**config.mk**
```make
export PLATFORM = sky130hd
export DESIGN_NAME = c_escape_unescape_core
export DESIGN_NICKNAME = d
export VERILOG_FILES = /design/src/ceu_pkg.sv /design/src/c_escape_unescape_core.sv
export SDC_FILE = /design/constraint.sdc
export NUM_CORES = 1
export LEC_CHECK = 0
export BUFFER_PORTS_ARGS = -buffer_cell sky130_fd_sc_hd__buf_2
export CORE_AREA = 2 2 99 101
export DETAILED_ROUTE_END_ITERATION = 6
export DIE_AREA = 0 0 101 103
export PLACE_DENSITY_LB_ADDON = 0.15
export SLEW_MARGIN = 20
export SYNTH_ARGS = -nofsm -noshare
export SYNTH_HDL_FRONTEND = slang
export SYNTH_SLANG_ARGS = --single-unit
```
**constraint.sdc**
```tcl
create_clock -name clk -period 6.4 [get_ports clk]
set_input_delay 0 -clock clk [delete_from_list [all_inputs] [get_ports clk]]
set_output_delay 0 -clock clk [all_outputs]
set_load 0.05 [all_outputs]
```
**src/ceu_pkg.sv**
```systemverilog
// Types and constants of the C escape decoder.
`default_nettype none

package ceu_pkg;

	// Character codes that the decoder looks for.
	localparam logic [7:0] CH_NUL   = 8'h00;
	localparam logic [7:0] CH_BSL   = 8'h5C;
	localparam logic [7:0] CH_0     = 8'h30;
	localparam logic [7:0] CH_7     = 8'h37;
	localparam logic [7:0] CH_9     = 8'h39;
	localparam logic [7:0] CH_LA    = 8'h61;
	localparam logic [7:0] CH_LF    = 8'h66;
	localparam logic [7:0] CH_UA    = 8'h41;
	localparam logic [7:0] CH_UF    = 8'h46;
	localparam logic [7:0] CH_X     = 8'h78;
	localparam logic [7:0] CH_B     = 8'h62;
	localparam logic [7:0] CH_N     = 8'h6E;
	localparam logic [7:0] CH_R     = 8'h72;
	localparam logic [7:0] CH_T     = 8'h74;
	localparam logic [7:0] CH_V     = 8'h76;

	// Control bytes produced by the named escapes.
	localparam logic [7:0] BY_BEL   = 8'd7;
	localparam logic [7:0] BY_BS    = 8'd8;
	localparam logic [7:0] BY_HT    = 8'd9;
	localparam logic [7:0] BY_LF    = 8'd10;
	localparam logic [7:0] BY_VT    = 8'd11;
	localparam logic [7:0] BY_FF    = 8'd12;
	localparam logic [7:0] BY_CR    = 8'd13;

	// Escape accumulator limits.
	localparam logic [8:0] VAL_SATURATED = 9'd256;
	localparam logic [1:0] OCT_MAX_DIGITS = 2'd3;

	// Result queue geometry.
	localparam int OQ_AW    = 2;
	localparam int OQ_DEPTH = 1 << OQ_AW;

	// One queued result beat.
	typedef struct packed {
		logic [7:0] data;
		logic       term;
		logic       last;
	} res_t;

endpackage

`default_nettype wire

```
**src/c_escape_unescape_core.sv**
```systemverilog
// Top level of the C string escape decoder.
//
// Channel  Dir  tdata               tuser          tlast
// s_*      in   [7:0] in_char       -              -
// m_*      out  [7:0] out_byte      is_terminator  last_of_run
//
// A character accepted into the input stage is decoded there against the escape state, and its
// results are written from that registered stage into the result queue, whose head drives m_*.
// One character is accepted per cycle while the queue has room; a character with two results
// adds a beat to the queue, so under a steady drain the input stalls once the queue has filled.
// The four-entry result queue sets how long s_tready stays high while m_tready is low.
// arst_n clears the escape state, the input stage and the result queue.
`default_nettype none

module c_escape_unescape_core (
	input  wire logic       clk,
	input  wire logic       arst_n,
	input  wire logic       s_tvalid,
	output logic            s_tready,
	input  wire logic [7:0] s_tdata,   // [7:0] in_char
	output logic            m_tvalid,
	input  wire logic       m_tready,
	output logic      [7:0] m_tdata,   // [7:0] out_byte
	output logic            m_tuser,   // [0] is_terminator
	output logic            m_tlast    // last_of_run
);

	typedef enum logic [2:0] {
		MODE_PLAIN  = 3'd0,
		MODE_ESC    = 3'd1,
		MODE_XSTART = 3'd2,
		MODE_HEX    = 3'd3,
		MODE_OCT    = 3'd4
	} mode_t;

	localparam int CNT_W = ceu_pkg::OQ_AW + 1;

	// Input stage.
	logic                 valid_s1;
	logic [7:0]           char_s1;

	// Escape state.
	mode_t                mode_q;
	logic [8:0]           value_q;
	logic                 ovf_q;
	logic [1:0]           cnt_q;

	// Result queue.
	ceu_pkg::res_t        fifo_q [ceu_pkg::OQ_DEPTH];
	logic [ceu_pkg::OQ_AW-1:0] wr_ptr_q;
	logic [ceu_pkg::OQ_AW-1:0] rd_ptr_q;
	logic [CNT_W-1:0]     count_q;

	// Decode results.
	mode_t                mode_d;
	logic [8:0]           value_d;
	logic                 ovf_d;
	logic [1:0]           cnt_d;
	logic                 pre_v;
	logic [7:0]           pre_b;
	logic                 pl_v;
	logic [7:0]           pl_b;
	logic                 pl_term;
	logic                 do_plain;
	logic [1:0]           need;
	ceu_pkg::res_t        ent0;
	ceu_pkg::res_t        ent1;

	logic                 is_dec;
	logic                 is_oct;
	logic                 is_hex;
	logic [3:0]           hex_d;
	logic [12:0]          hex_acc;
	logic [8:0]           oct_acc;
	logic [1:0]           cnt_inc;

	logic                 pop;
	logic                 adv;
	logic [CNT_W:0]       room_lhs;
	logic [CNT_W:0]       room_rhs;

	// Character classes and digit values.
	always_comb begin
		is_dec = char_s1 inside {[ceu_pkg::CH_0:ceu_pkg::CH_9]};
		is_oct = char_s1 inside {[ceu_pkg::CH_0:ceu_pkg::CH_7]};
		is_hex = 1'b1;
		hex_d  = 4'd0;
		if (is_dec) begin
			hex_d = 4'(char_s1 - ceu_pkg::CH_0);
		end else if (char_s1 inside {[ceu_pkg::CH_LA:ceu_pkg::CH_LF]}) begin
			hex_d = 4'(char_s1 - ceu_pkg::CH_LA + 8'd10);
		end else if (char_s1 inside {[ceu_pkg::CH_UA:ceu_pkg::CH_UF]}) begin
			hex_d = 4'(char_s1 - ceu_pkg::CH_UA + 8'd10);
		end else begin
			is_hex = 1'b0;
		end
		hex_acc = {value_q, 4'b0000} + {9'd0, hex_d};
		oct_acc = {value_q[5:0], 3'b000} + {6'd0, char_s1[2:0]};
		cnt_inc = cnt_q + 2'd1;
	end

	// Decode of the character in the input stage against the escape state.
	always_comb begin
		mode_d   = mode_q;
		value_d  = value_q;
		ovf_d    = ovf_q;
		cnt_d    = cnt_q;
		pre_v    = 1'b0;
		pre_b    = 8'd0;
		do_plain = 1'b0;
		case (mode_q)
			MODE_ESC: begin
				mode_d = MODE_PLAIN;
				pre_v  = 1'b1;
				case (char_s1)
					ceu_pkg::CH_LA:  pre_b = ceu_pkg::BY_BEL;
					ceu_pkg::CH_B:   pre_b = ceu_pkg::BY_BS;
					ceu_pkg::CH_LF:  pre_b = ceu_pkg::BY_FF;
					ceu_pkg::CH_N:   pre_b = ceu_pkg::BY_LF;
					ceu_pkg::CH_R:   pre_b = ceu_pkg::BY_CR;
					ceu_pkg::CH_T:   pre_b = ceu_pkg::BY_HT;
					ceu_pkg::CH_V:   pre_b = ceu_pkg::BY_VT;
					ceu_pkg::CH_X: begin
						pre_v  = 1'b0;
						mode_d = MODE_XSTART;
					end
					ceu_pkg::CH_NUL: begin
						// Trailing backslash: the backslash, then the terminator.
						pre_b    = ceu_pkg::CH_BSL;
						do_plain = 1'b1;
					end
					default: begin
						if (is_oct) begin
							pre_v   = 1'b0;
							value_d = {6'd0, char_s1[2:0]};
							cnt_d   = 2'd1;
							mode_d  = MODE_OCT;
						end else begin
							pre_b = char_s1;
						end
					end
				endcase
			end
			MODE_XSTART: begin
				if (is_dec) begin
					value_d = {5'd0, hex_d};
					ovf_d   = 1'b0;
					mode_d  = MODE_HEX;
				end else begin
					// Backslash x without a decimal digit gives a plain x.
					pre_v    = 1'b1;
					pre_b    = ceu_pkg::CH_X;
					do_plain = 1'b1;
				end
			end
			MODE_HEX: begin
				if (is_hex) begin
					if (ovf_q || (hex_acc[12:8] != 5'd0)) begin
						ovf_d   = 1'b1;
						value_d = ceu_pkg::VAL_SATURATED;
					end else begin
						value_d = hex_acc[8:0];
					end
				end else begin
					pre_v    = !ovf_q && !value_q[8];
					pre_b    = value_q[7:0];
					ovf_d    = 1'b0;
					value_d  = 9'd0;
					do_plain = 1'b1;
				end
			end
			MODE_OCT: begin
				if (is_oct && (cnt_q < ceu_pkg::OCT_MAX_DIGITS)) begin
					value_d = oct_acc;
					cnt_d   = cnt_inc;
					if (cnt_inc == ceu_pkg::OCT_MAX_DIGITS) begin
						pre_v   = !oct_acc[8];
						pre_b   = oct_acc[7:0];
						value_d = 9'd0;
						cnt_d   = 2'd0;
						mode_d  = MODE_PLAIN;
					end
				end else begin
					pre_v    = !value_q[8];
					pre_b    = value_q[7:0];
					value_d  = 9'd0;
					cnt_d    = 2'd0;
					do_plain = 1'b1;
				end
			end
			default: begin
				do_plain = 1'b1;
			end
		endcase

		// Plain text handling, also for the character that ends an escape.
		pl_v    = 1'b0;
		pl_b    = 8'd0;
		pl_term = 1'b0;
		if (do_plain) begin
			mode_d = MODE_PLAIN;
			if (char_s1 == ceu_pkg::CH_NUL) begin
				pl_v    = 1'b1;
				pl_term = 1'b1;
			end else if (char_s1 == ceu_pkg::CH_BSL) begin
				mode_d = MODE_ESC;
			end else begin
				pl_v = 1'b1;
				pl_b = char_s1;
			end
		end
	end

	// Order the results of this character into queue entries.
	always_comb begin
		need = {1'b0, pre_v} + {1'b0, pl_v};
		ent1 = '{data: pl_b, term: pl_term, last: 1'b1};
		if (pre_v) begin
			ent0 = '{data: pre_b, term: 1'b0, last: !pl_v};
		end else begin
			ent0 = ent1;
		end
	end

	// Handshakes: the input stage moves on when the queue has room for its results.
	always_comb begin
		pop      = m_tvalid && m_tready;
		room_lhs = {1'b0, count_q} + {{(CNT_W - 1){1'b0}}, need};
		room_rhs = (CNT_W + 1)'(ceu_pkg::OQ_DEPTH) + {{CNT_W{1'b0}}, pop};
		adv      = valid_s1 && (room_lhs <= room_rhs);
		s_tready = !valid_s1 || adv;
	end

	// Output beat from the head of the queue.
	always_comb begin
		m_tvalid = (count_q != '0);
		m_tdata  = fifo_q[rd_ptr_q].data;
		m_tuser  = fifo_q[rd_ptr_q].term;
		m_tlast  = fifo_q[rd_ptr_q].last;
	end

	// Input stage, escape state and result queue.
	always_ff @(posedge clk or negedge arst_n) begin
		if (!arst_n) begin
			valid_s1 <= 1'b0;
			char_s1  <= 8'h00;
			mode_q   <= MODE_PLAIN;
			value_q  <= 9'd0;
			ovf_q    <= 1'b0;
			cnt_q    <= 2'd0;
			wr_ptr_q <= '0;
			rd_ptr_q <= '0;
			count_q  <= '0;
		end else begin
			if (s_tready) begin
				valid_s1 <= s_tvalid;
				char_s1  <= s_tdata;
			end
			if (adv) begin
				mode_q  <= mode_d;
				value_q <= value_d;
				ovf_q   <= ovf_d;
				cnt_q   <= cnt_d;
				if (need != 2'd0) begin
					fifo_q[wr_ptr_q] <= ent0;
				end
				if (need == 2'd2) begin
					fifo_q[wr_ptr_q + ceu_pkg::OQ_AW'(1)] <= ent1;
				end
				wr_ptr_q <= wr_ptr_q + ceu_pkg::OQ_AW'(need);
			end
			if (pop) begin
				rd_ptr_q <= rd_ptr_q + ceu_pkg::OQ_AW'(1);
			end
			count_q <= count_q + (adv ? CNT_W'(need) : CNT_W'(0)) - CNT_W'(pop);
		end
	end

endmodule

`default_nettype wire

```
==> impl_metrics.yaml, run 1 <==
critical_path:
  worstSetupPathType: "reg2reg"
  r2r_slack_ns: 0.81
  r2r-start: "char_s1[4]"
  crit_path_start_kind: "flop"
  worstPathRequired_ns: 6.48
  crit_arrival_ns: 5.68
  r2r_cells: 14
  r2r_end: "fifo_q[0][9]"
  crit_fanout: 14
  end_kind: "flop"
synthesis:
  ys_ff_latch: 71
  yosysSeqAreaShare: 0.4273
  async_reset_ff_frac: 0.4366
  syn_nets: 471
  synth_top_family_by_area: "compound AO/OA/AOI/OAI gates"
  synthAdderAreaFrac: 0.04747
  syn_area_per_cell_um2: 10.23
  yosys_most_used_dff: "edfxtp_1"
  ys_warn_count: 0
  synth_xor_area_frac: 0.01352
  synth-compound-area-share: 0.2374
  synth.area.mux_share: 0.06873
  synth-simple-area-share: 0.1653
  netlist_area_um2: 4533
  synthCells: 443
  synth-edff-count: 36
  synth.distinct_cells: 81
detailed_routing:
  drc: 0
  first_pass_iters: 6
  drt-total-wl_um: 11870
  wl_per_cell_um: 20.12
  dr_total_vias: 3784
  drt_iter0_drc: 232
  vias_per_cell: 6.414
  drtAntennaViolNets: 0
layout:
  stdcell_area_um2: 5005
  fill_cells: 866
  finalNonFillerCells: 590
  nNetsFinal: 499
  area_growth_pct: 10.41
  regArea_um2: 1937
  multi_input_area_um2: 2414
  layout-drive-gt1-share: 0.1681
  n_antenna_cell: 0
floorplan:
  core.rowCount: 36
  core_area_um2: 9459
  start_util: 0.4792
  dieHeight_um: 103
  die_w_um: 101
  io_pins: 24
  die-area_um2: 10400
placed_design:
  dp.cells: 564
  portBuffers: 23
  placed_area_um2: 4730
  place_hpwl_um: 8812
  place_congestion: 0.9904
  place_ws_ns: 0.8977
grt:
  grt_overflow: 0
  grt_max_degree: 38
  grt_usage: 0.2427
  antenna_found_initial: 0
  grt_pass1_wl_um: 19150
  grt_pass1_vias: 3525
run_status:
  status: "finished, final reports clean"
clock_tree:
  cts-buffers-inserted: 9
  insertion_delay_ns: 0.36
  cts.sinks: 71
  htree_levels: 3
  clockBufferDepth: 2
  clk_pin_slew_ns: 0.08
  cts_tree: "built"
  root_buffer: "clkbuf_8"
  cts_resized: 0
min_path:
  hold_end: "rd_ptr_q[0]"
  hold_path_startpoint: "m_tready"
  hold_path_class: "in2reg"
  whs_path_depth: 3
timing:
  fin_crit_sh: 0.8738
  tns_ns: 0
  worst_slack_ns: 0.8078
  hold_viol_final: 0
  drv_slew: 0
  tightest_slew_ns: 0.8879
  max_freq_ghz: 0.1788
  clock_skew_ns: 0.009958
  setup_viol: 0
  fin_crit_ns: 5.592
  rsz0062_at_grt: "false"
  max_slew_margin: 0.4068
job:
  cap_violations: 0
repair_timing:
item,CTS,global route
hold buffers,10,0
hold endpoints to repair,40,0
setup buffers,0,0
area by class of cell:
cell class              instances  area share
repair buffers                 39     0.05200
multi-input cells             330      0.4822
inverters                      20     0.01525
flip-flops and latches         71      0.3870
clock inverters                 5    0.006750
clock buffers                  11     0.02825
well taps                     114     0.02850
critical path, cell delays in order (launching register included):
cell and delay (ns):
dfrtp_1 0.61, nand4bb_1 0.43, nand2b_1 0.38, a32o_1 0.29, a2111o_1 0.38, buf_4 0.20
ha_1 0.36, ha_1 0.23, fa_1 0.50, o21ba_2 0.16, o21a_1 0.20, o211ai_1 0.69
nor3b_1 0.25, a21oi_2 0.44, o22ai_1 0.18
kinds of logic after synthesis:
| logic type | Yosys count |
|---|---|
| XOR/XNOR | 7 |
| adder cells (fa/ha/maj) | 16 |
| buffers and inverters | 42 |
| multiplexers | 18 |
| AND/OR/NAND/NOR | 140 |
| flip-flops | 71 |
| AO/OA/AOI/OAI | 149 |
metrics by stage:
stage	hold WS [ns]	util
finish	0.08268	0.5291
global placement	0.1259	0.5000
detailed placement	0.1363	0.5000
floorplan	-0.2956	-
CTS	0.06442	0.5291
global route	0.1136	0.5291
worst max-delay path by stage:
stage	startpoint	endpoint	slack, ns
6_report	char_s1[4]	fifo_q[0][9]	0.81
5_1_grt	char_s1[4]	fifo_q[0][8]	0.36
4_1_cts	char_s1[4]	fifo_q[0][9]	0.87
3_5_place_dp	char_s1[4]	fifo_q[0][9]	0.90
3_3_place_gp	char_s1[4]	count_q[2]	1.04
2_1_floorplan	char_s1[0]	count_q[2]	1.36
layer usage:
layer	GRT usage	vias to the layer above	part of all wire	routed length, µm
met1	0.3241	1850	0.45	5328
met4	0.07796	0	0.023	272
met5	0	-	0	0
met3	0.04407	20	0.046	551
li1	-	1768	-	-
met2	0.4041	146	0.48	5719
cell usage after synthesis (all sizes together), types with 5 or more instances:
cell / number / share of area
nand2: 46 / 0.038
nor2b: 8 / 0.011
nor3b: 7 / 0.012
mux4: 10 / 0.050
ha: 14 / 0.039
nor2: 23 / 0.020
edfxtp: 36 / 0.24
a22oi: 11 / 0.021
o21ai: 23 / 0.025
buf: 13 / 0.016
dfrtp: 31 / 0.17
mux2: 5 / 0.012
clkbuf: 9 / 0.0075
inv: 19 / 0.016
o22ai: 26 / 0.036
nand3: 9 / 0.0099
a211oi: 6 / 0.011
xnor2: 5 / 0.0097
nand2b: 10 / 0.014
a21oi: 28 / 0.035
nor3: 8 / 0.0099
cell usage in the layout, fill, tap and decap left out, drive strengths merged, types with 11 or more instances in the layout:
master,instances
nand2,46
edfxtp,36
dfrtp,31
buf,29
a21oi,28
o22ai,26
nor2,23
o21ai,23
inv,19
ha,14
a22oi,11
clkbuf,11
registers in the layout, summed over array words and instances, names as in the netlist, 2 cells and up:
name      flops
char_s1       8
cnt_q         2
count_q       3
fifo_q       40
mode_q        3
rd_ptr_q      2
value_q       9
wr_ptr_q      2
Power of run 1 is not shown: default switching activity piles up to over one toggle a cycle in this logic, so the estimate is an artifact.
==> inputs of run 2 (changes only) <==
CORE_AREA = 2 2 110 112   (was 2 2 99 101)
DIE_AREA = 0 0 112 114   (was 0 0 101 103)
==> impl_metrics.yaml, run 2 (same netlist as run 1, synthesis figures left out) <==
pwr:
  power_density_nw_per_um2: 606.0
  leakage_nw: 1.939
  internal_power_mw: 1.589
  power_frac_comb: 0.558
  p_sw_mw: 1.539
  peakVddDrop_mv: 0.3017
  switching_share: 0.4920
  clkPwrFrac: 0.157
  p_seq_frac: 0.285
layout:
  reg_top3: "fifo_q: 40 flops, value_q: 9 flops, char_s1: 8 flops"
  top_register: "fifo_q"
  fin_util: 0.4407
  final_cell_mix: "46 x nand2_1, 36 x edfxtp_1, 31 x dfrtp_1, 26 x o22ai_1"
  final_common_cell: "nand2_1"
  layout-drive-gt1-share: 0.1681
  largest_reg_flops: 40
  fill_cells: 1166
  area_growth_pct: 13.86
  nNetsFinal: 499
  stdcell_area_um2: 5161
  n_antenna_cell: 0
timing:
  drv_slew: 0
  setup_viol: 0
  fin_crit_ns: 5.693
  max_slew_margin: 0.4158
  tightest_slew_ns: 0.8740
  hold_viol_final: 0
  max_freq_ghz: 0.1757
  clock_skew_ns: 0.007291
  rsz0062_at_grt: "false"
  tns_ns: 0
  fin_crit_sh: 0.8895
clock_tree:
  htree_levels: 3
  root_buffer: "clkbuf_16"
  clockBufferDepth: 2
  cts_tree: "built"
  cts.sinks: 71
  insertion_delay_ns: 0.34
  cts-buffers-inserted: 9
  clk_pin_slew_ns: 0.05
placed_design:
  place_hpwl_um: 8933
  placed_area_um2: 4771
  portBuffers: 23
  place_congestion: 0.9155
critical_path:
  crit_arrival_ns: 5.76
  crit_fanout: 14
  crit_path_start_kind: "flop"
  r2r-start: "char_s1[4]"
  cp-startpoint: "char_s1[4]"
  worstPathRequired_ns: 6.47
  r2r_end: "fifo_q[0][9]"
  cp-endpoint: "fifo_q[0][9]"
  r2r_cells: 14
  end_kind: "flop"
  worstSetupPathType: "reg2reg"
  r2r_slack_ns: 0.71
floorplan:
  die-area_um2: 12770
  core_area_um2: 11710
  dieHeight_um: 114
  core.rowCount: 40
  die_w_um: 112
  start_util: 0.3871
  io_pins: 24
detailed_routing:
  vias_per_cell: 5.839
  wl_per_cell_um: 19.41
  first_pass_iters: 5
  met2_length_um: 5583
  drc: 0
  drt-total-wl_um: 12090
  dr_total_vias: 3638
  drtAntennaViolNets: 0
  top_layer_used: "met4"
  drt_iter0_drc: 268
  wl_met1_um: 5768
  wl_met3_um: 507
job:
  cap_violations: 0
grt:
  grt_overflow: 0
  antenna_found_initial: 0
  grt_pass1_vias: 3668
  grt_max_degree: 38
  grt_pass1_wl_um: 19940
  grt_usage: 0.2016
min_path:
  hold_path_class: "in2reg"
run_status:
  status: "finished, final reports clean"
run 2: changes by cell type in the layout (fill, tap and decap cells not counted):
| cell | delta |
|---|---|
| clkinvlp_4 | -1 |
| clkbuf_16 | +9 |
| clkbuf_8 | -10 |
| bufinv_16 | +1 |
| clkinv_2 | +1 |
run 2: timing repair:
| action | in CTS | in global routing |
|---|---|---|
| hold buffers | 10 | 0 |
| buffers inserted | 0 | 0 |
| resized for setup | 0 | 0 |
| hold endpoints to repair | 40 | 0 |
run 2: worst min path at each step:
stage	from	end	slack (ns)	depth (start not counted)
finish	m_tready	rd_ptr_q[0]	0.10	3
global route	m_tready	rd_ptr_q[0]	0.12	3
CTS	m_tready	rd_ptr_q[0]	0.09	3
detailed placement	arst_n	count_q[0]	0.14	1
global placement	arst_n	count_q[0]	0.14	1
floorplan	arst_n	char_s1[0]	-0.30	0
run 2: through the flow:
step           hold WS [ns]  power (mW)  cells  worst slack, ns
3_3_place_gp         0.1351       2.631    597           0.7536
5_1_grt              0.1155       3.377    623           0.3366
2_1_floorplan       -0.2956       2.213    443            1.357
6_report             0.1029       3.128    623           0.7071
3_5_place_dp         0.1445       2.642    597           0.7406
4_1_cts             0.08866       3.149    623           0.7211
run 2: power by group through the flow:
stage / Combinational [mW] / Clock (mW) / Sequential (mW)
6_report: 1.75 / 0.492 / 0.890
2_1_floorplan: 1.47 / 0 / 0.740
5_1_grt: 1.93 / 0.523 / 0.921
4_1_cts: 1.76 / 0.504 / 0.890
3_3_place_gp: 1.73 / 0 / 0.899
3_5_place_dp: 1.74 / 0 / 0.899
run 2: layout make-up:
cell class | count | area [µm²] | share of cell area
clock buffers | 10 | 229.0 | 0.04436
clock inverters | 6 | 61.31 | 0.01188
inverters | 20 | 76.32 | 0.01479
multi-input cells | 330 | 2414 | 0.4676
flip-flops and latches | 71 | 1937 | 0.3753
well taps | 147 | 183.9 | 0.03564
repair buffers | 39 | 260.3 | 0.05042
run 2: worst max-delay path: stages (launching register included):
cell and delay (ns):
dfrtp_1 0.63, nand4bb_1 0.49, nand2b_1 0.40, a32o_1 0.30, a2111o_1 0.39, buf_4 0.20, ha_1 0.36, ha_1 0.24
fa_1 0.51, o21ba_2 0.16, o21a_1 0.20, o211ai_1 0.68, nor3b_1 0.24, a21oi_2 0.44, o22ai_1 0.18
run 2: metal layers:
metal  global-route usage  vias up
li1                     -     1774
met1               0.2730     1735
met2               0.3224      109
met3              0.04198       20
met4              0.07317        0
met5                    0        -
Note: power is estimated with default switching activity, not from simulation.
==> inputs of run 3 (changes only) <==
CORE_AREA = 2 2 154 81   (was 2 2 110 112)
DIE_AREA = 0 0 156 83   (was 0 0 112 114)
==> impl_metrics.yaml, run 3 (same netlist as run 1, synthesis figures left out) <==
grt:
  grt_overflow: 0
  grt_usage: 0.2120
  grt_pass1_wl_um: 21010
  antenna_found_initial: 0
  grt_pass1_vias: 3617
  grt_max_degree: 38
layout:
  final_common_cell: "nand2_1"
  layout-drive-gt1-share: 0.1736
  nNetsFinal: 501
  fill_cells: 1105
  n_antenna_cell: 0
  largest_reg_flops: 40
  fin_util: 0.4485
  regArea_um2: 1937
  final_cell_mix: "46 x nand2_1, 36 x edfxtp_1, 31 x dfrtp_1, 26 x o22ai_1"
  reg_top3: "fifo_q: 40 flops, value_q: 9 flops, char_s1: 8 flops"
  area_growth_pct: 14.05
  stdcell_area_um2: 5170
  multi_input_area_um2: 2414
  top_register: "fifo_q"
critical_path:
  cpMostUsedCell: "ha_1"
  worstPathCellList: "inv_1 > ha_1 > o21bai_1 > a21o_1 > a41oi_2 > buf_4 > a21oi_2 > ha_1 > ha_1 > fa_1 > o21ba_2 > nand3b_1 > o211a_1 > nand2_1 > ha_1 > inv_1 > ha_1 > fa_1 > xnor2_1"
  r2r_slack_ns: 0.84
  r2r_cells: 19
  cp_top_family: "adder cells"
  crit_path_start_kind: "flop"
  crit_fanout: 14
  cp-startpoint: "char_s1[0]"
  crit_arrival_ns: 5.77
  end_kind: "flop"
  crit_slowest_cell: "dfrtp_1"
  r2r-start: "char_s1[0]"
  max_stage_delay_ns: 0.51
  worstSetupPathType: "reg2reg"
  r2r_end: "count_q[2]"
  worstPathRequired_ns: 6.62
  path_buf_inv: 3
placed_design:
  placed_area_um2: 4790
  place_congestion: 0.9490
  portBuffers: 23
  place_hpwl_um: 9930
detailed_routing:
  drt_iter0_drc: 560
  wl_met1_um: 6895
  drtAntennaViolNets: 0
  top_layer_used: "met4"
  wl_met3_um: 1362
  drc: 0
  vias_per_cell: 6.202
  first_pass_iters: 5
  wl_per_cell_um: 20.88
  met2_length_um: 4772
  dr_total_vias: 3895
  drt-total-wl_um: 13120
timing:
  setup_viol: 0
  tightest_slew_ns: 0.7685
  holdWs_ns: 0.1013
  fin_crit_ns: 5.556
  clock_skew_ns: 0.009640
  rsz0062_at_grt: "false"
  hold_viol_final: 0
  tns_ns: 0
  fin_crit_sh: 0.8682
  max_freq_ghz: 0.1800
  drv_slew: 0
  max_slew_margin: 0.4877
floorplan:
  core_area_um2: 11530
  start_util: 0.3933
  dieHeight_um: 83
  io_pins: 24
  die_w_um: 156
  core.rowCount: 28
  die-area_um2: 12950
clock_tree:
  cts.sinks: 71
  clockBufferDepth: 2
  root_buffer: "clkbuf_16"
  clk_pin_slew_ns: 0.06
  cts_resized: 0
  htree_levels: 3
  cts-buffers-inserted: 9
  insertion_delay_ns: 0.34
  cts_tree: "built"
min_path:
  hold_path_startpoint: "m_tready"
  whs_path_depth: 3
  hold_end: "rd_ptr_q[0]"
  hold_path_class: "in2reg"
run_status:
  status: "finished, final reports clean"
job:
  cap_violations: 0
==> run 3: cell count changes in the layout (fill, tap and decap cells not counted), sizes merged <==
cell and delta:
buf +2, bufinv -1, clkbuf -1, clkinv -2
clkinvlp +1, inv +3
==> run 3: how the worst max path moves through the flow <==
stage	end	cells past startpoint	slack, ns
global route	count_q[2]	19	0.47
floorplan	count_q[2]	21	1.36
global placement	count_q[2]	17	1.06
finish	count_q[2]	19	0.84
CTS	count_q[2]	19	0.87
detailed placement	count_q[2]	19	0.91
==> run 3: layer usage <==
metal | GRT usage | vias to the layer above
li1 | - | 1773
met1 | 0.3572 | 1896
met2 | 0.2566 | 216
met3 | 0.06367 | 10
met4 | 0.03670 | 0
met5 | 0 | -
==> run 3: final cells by class <==
class,instances,area share
clock buffer,9,0.04356
multi-input combinational,330,0.4668
timing repair buffer,41,0.05324
inverter,20,0.01476
tap,150,0.03630
sequential,71,0.3746
clock inverter,7,0.01065
==> run 3: worst register-to-register path: stages (launching register included) <==
cell and delay (ns):
dfrtp_1 0.51, inv_1 0.16, ha_1 0.30, o21bai_1 0.27, a21o_1 0.35, a41oi_2 0.15, buf_4 0.22, a21oi_2 0.43
ha_1 0.37, ha_1 0.23, fa_1 0.44, o21ba_2 0.25, nand3b_1 0.16, o211a_1 0.46, nand2_1 0.11, ha_1 0.28
inv_1 0.04, ha_1 0.18, fa_1 0.39, xnor2_1 0.14
==> run 3: through the flow <==
step | setup WS, ns | instances
after floorplan | 1.357 | 443
after global placement | 1.062 | 602
after detailed placement | 0.9117 | 602
after CTS | 0.8698 | 628
after global routing | 0.4684 | 628
final | 0.8435 | 628
==> run 3: what timing repair did <==
| item | 4_1_cts | 5_1_grt |
|---|---|---|
| setup buffers | 0 | 0 |
| hold buffers | 10 | 0 |
| hold endpoints to repair | 40 | 0 |
Power of run 3 is left out for the same reason.
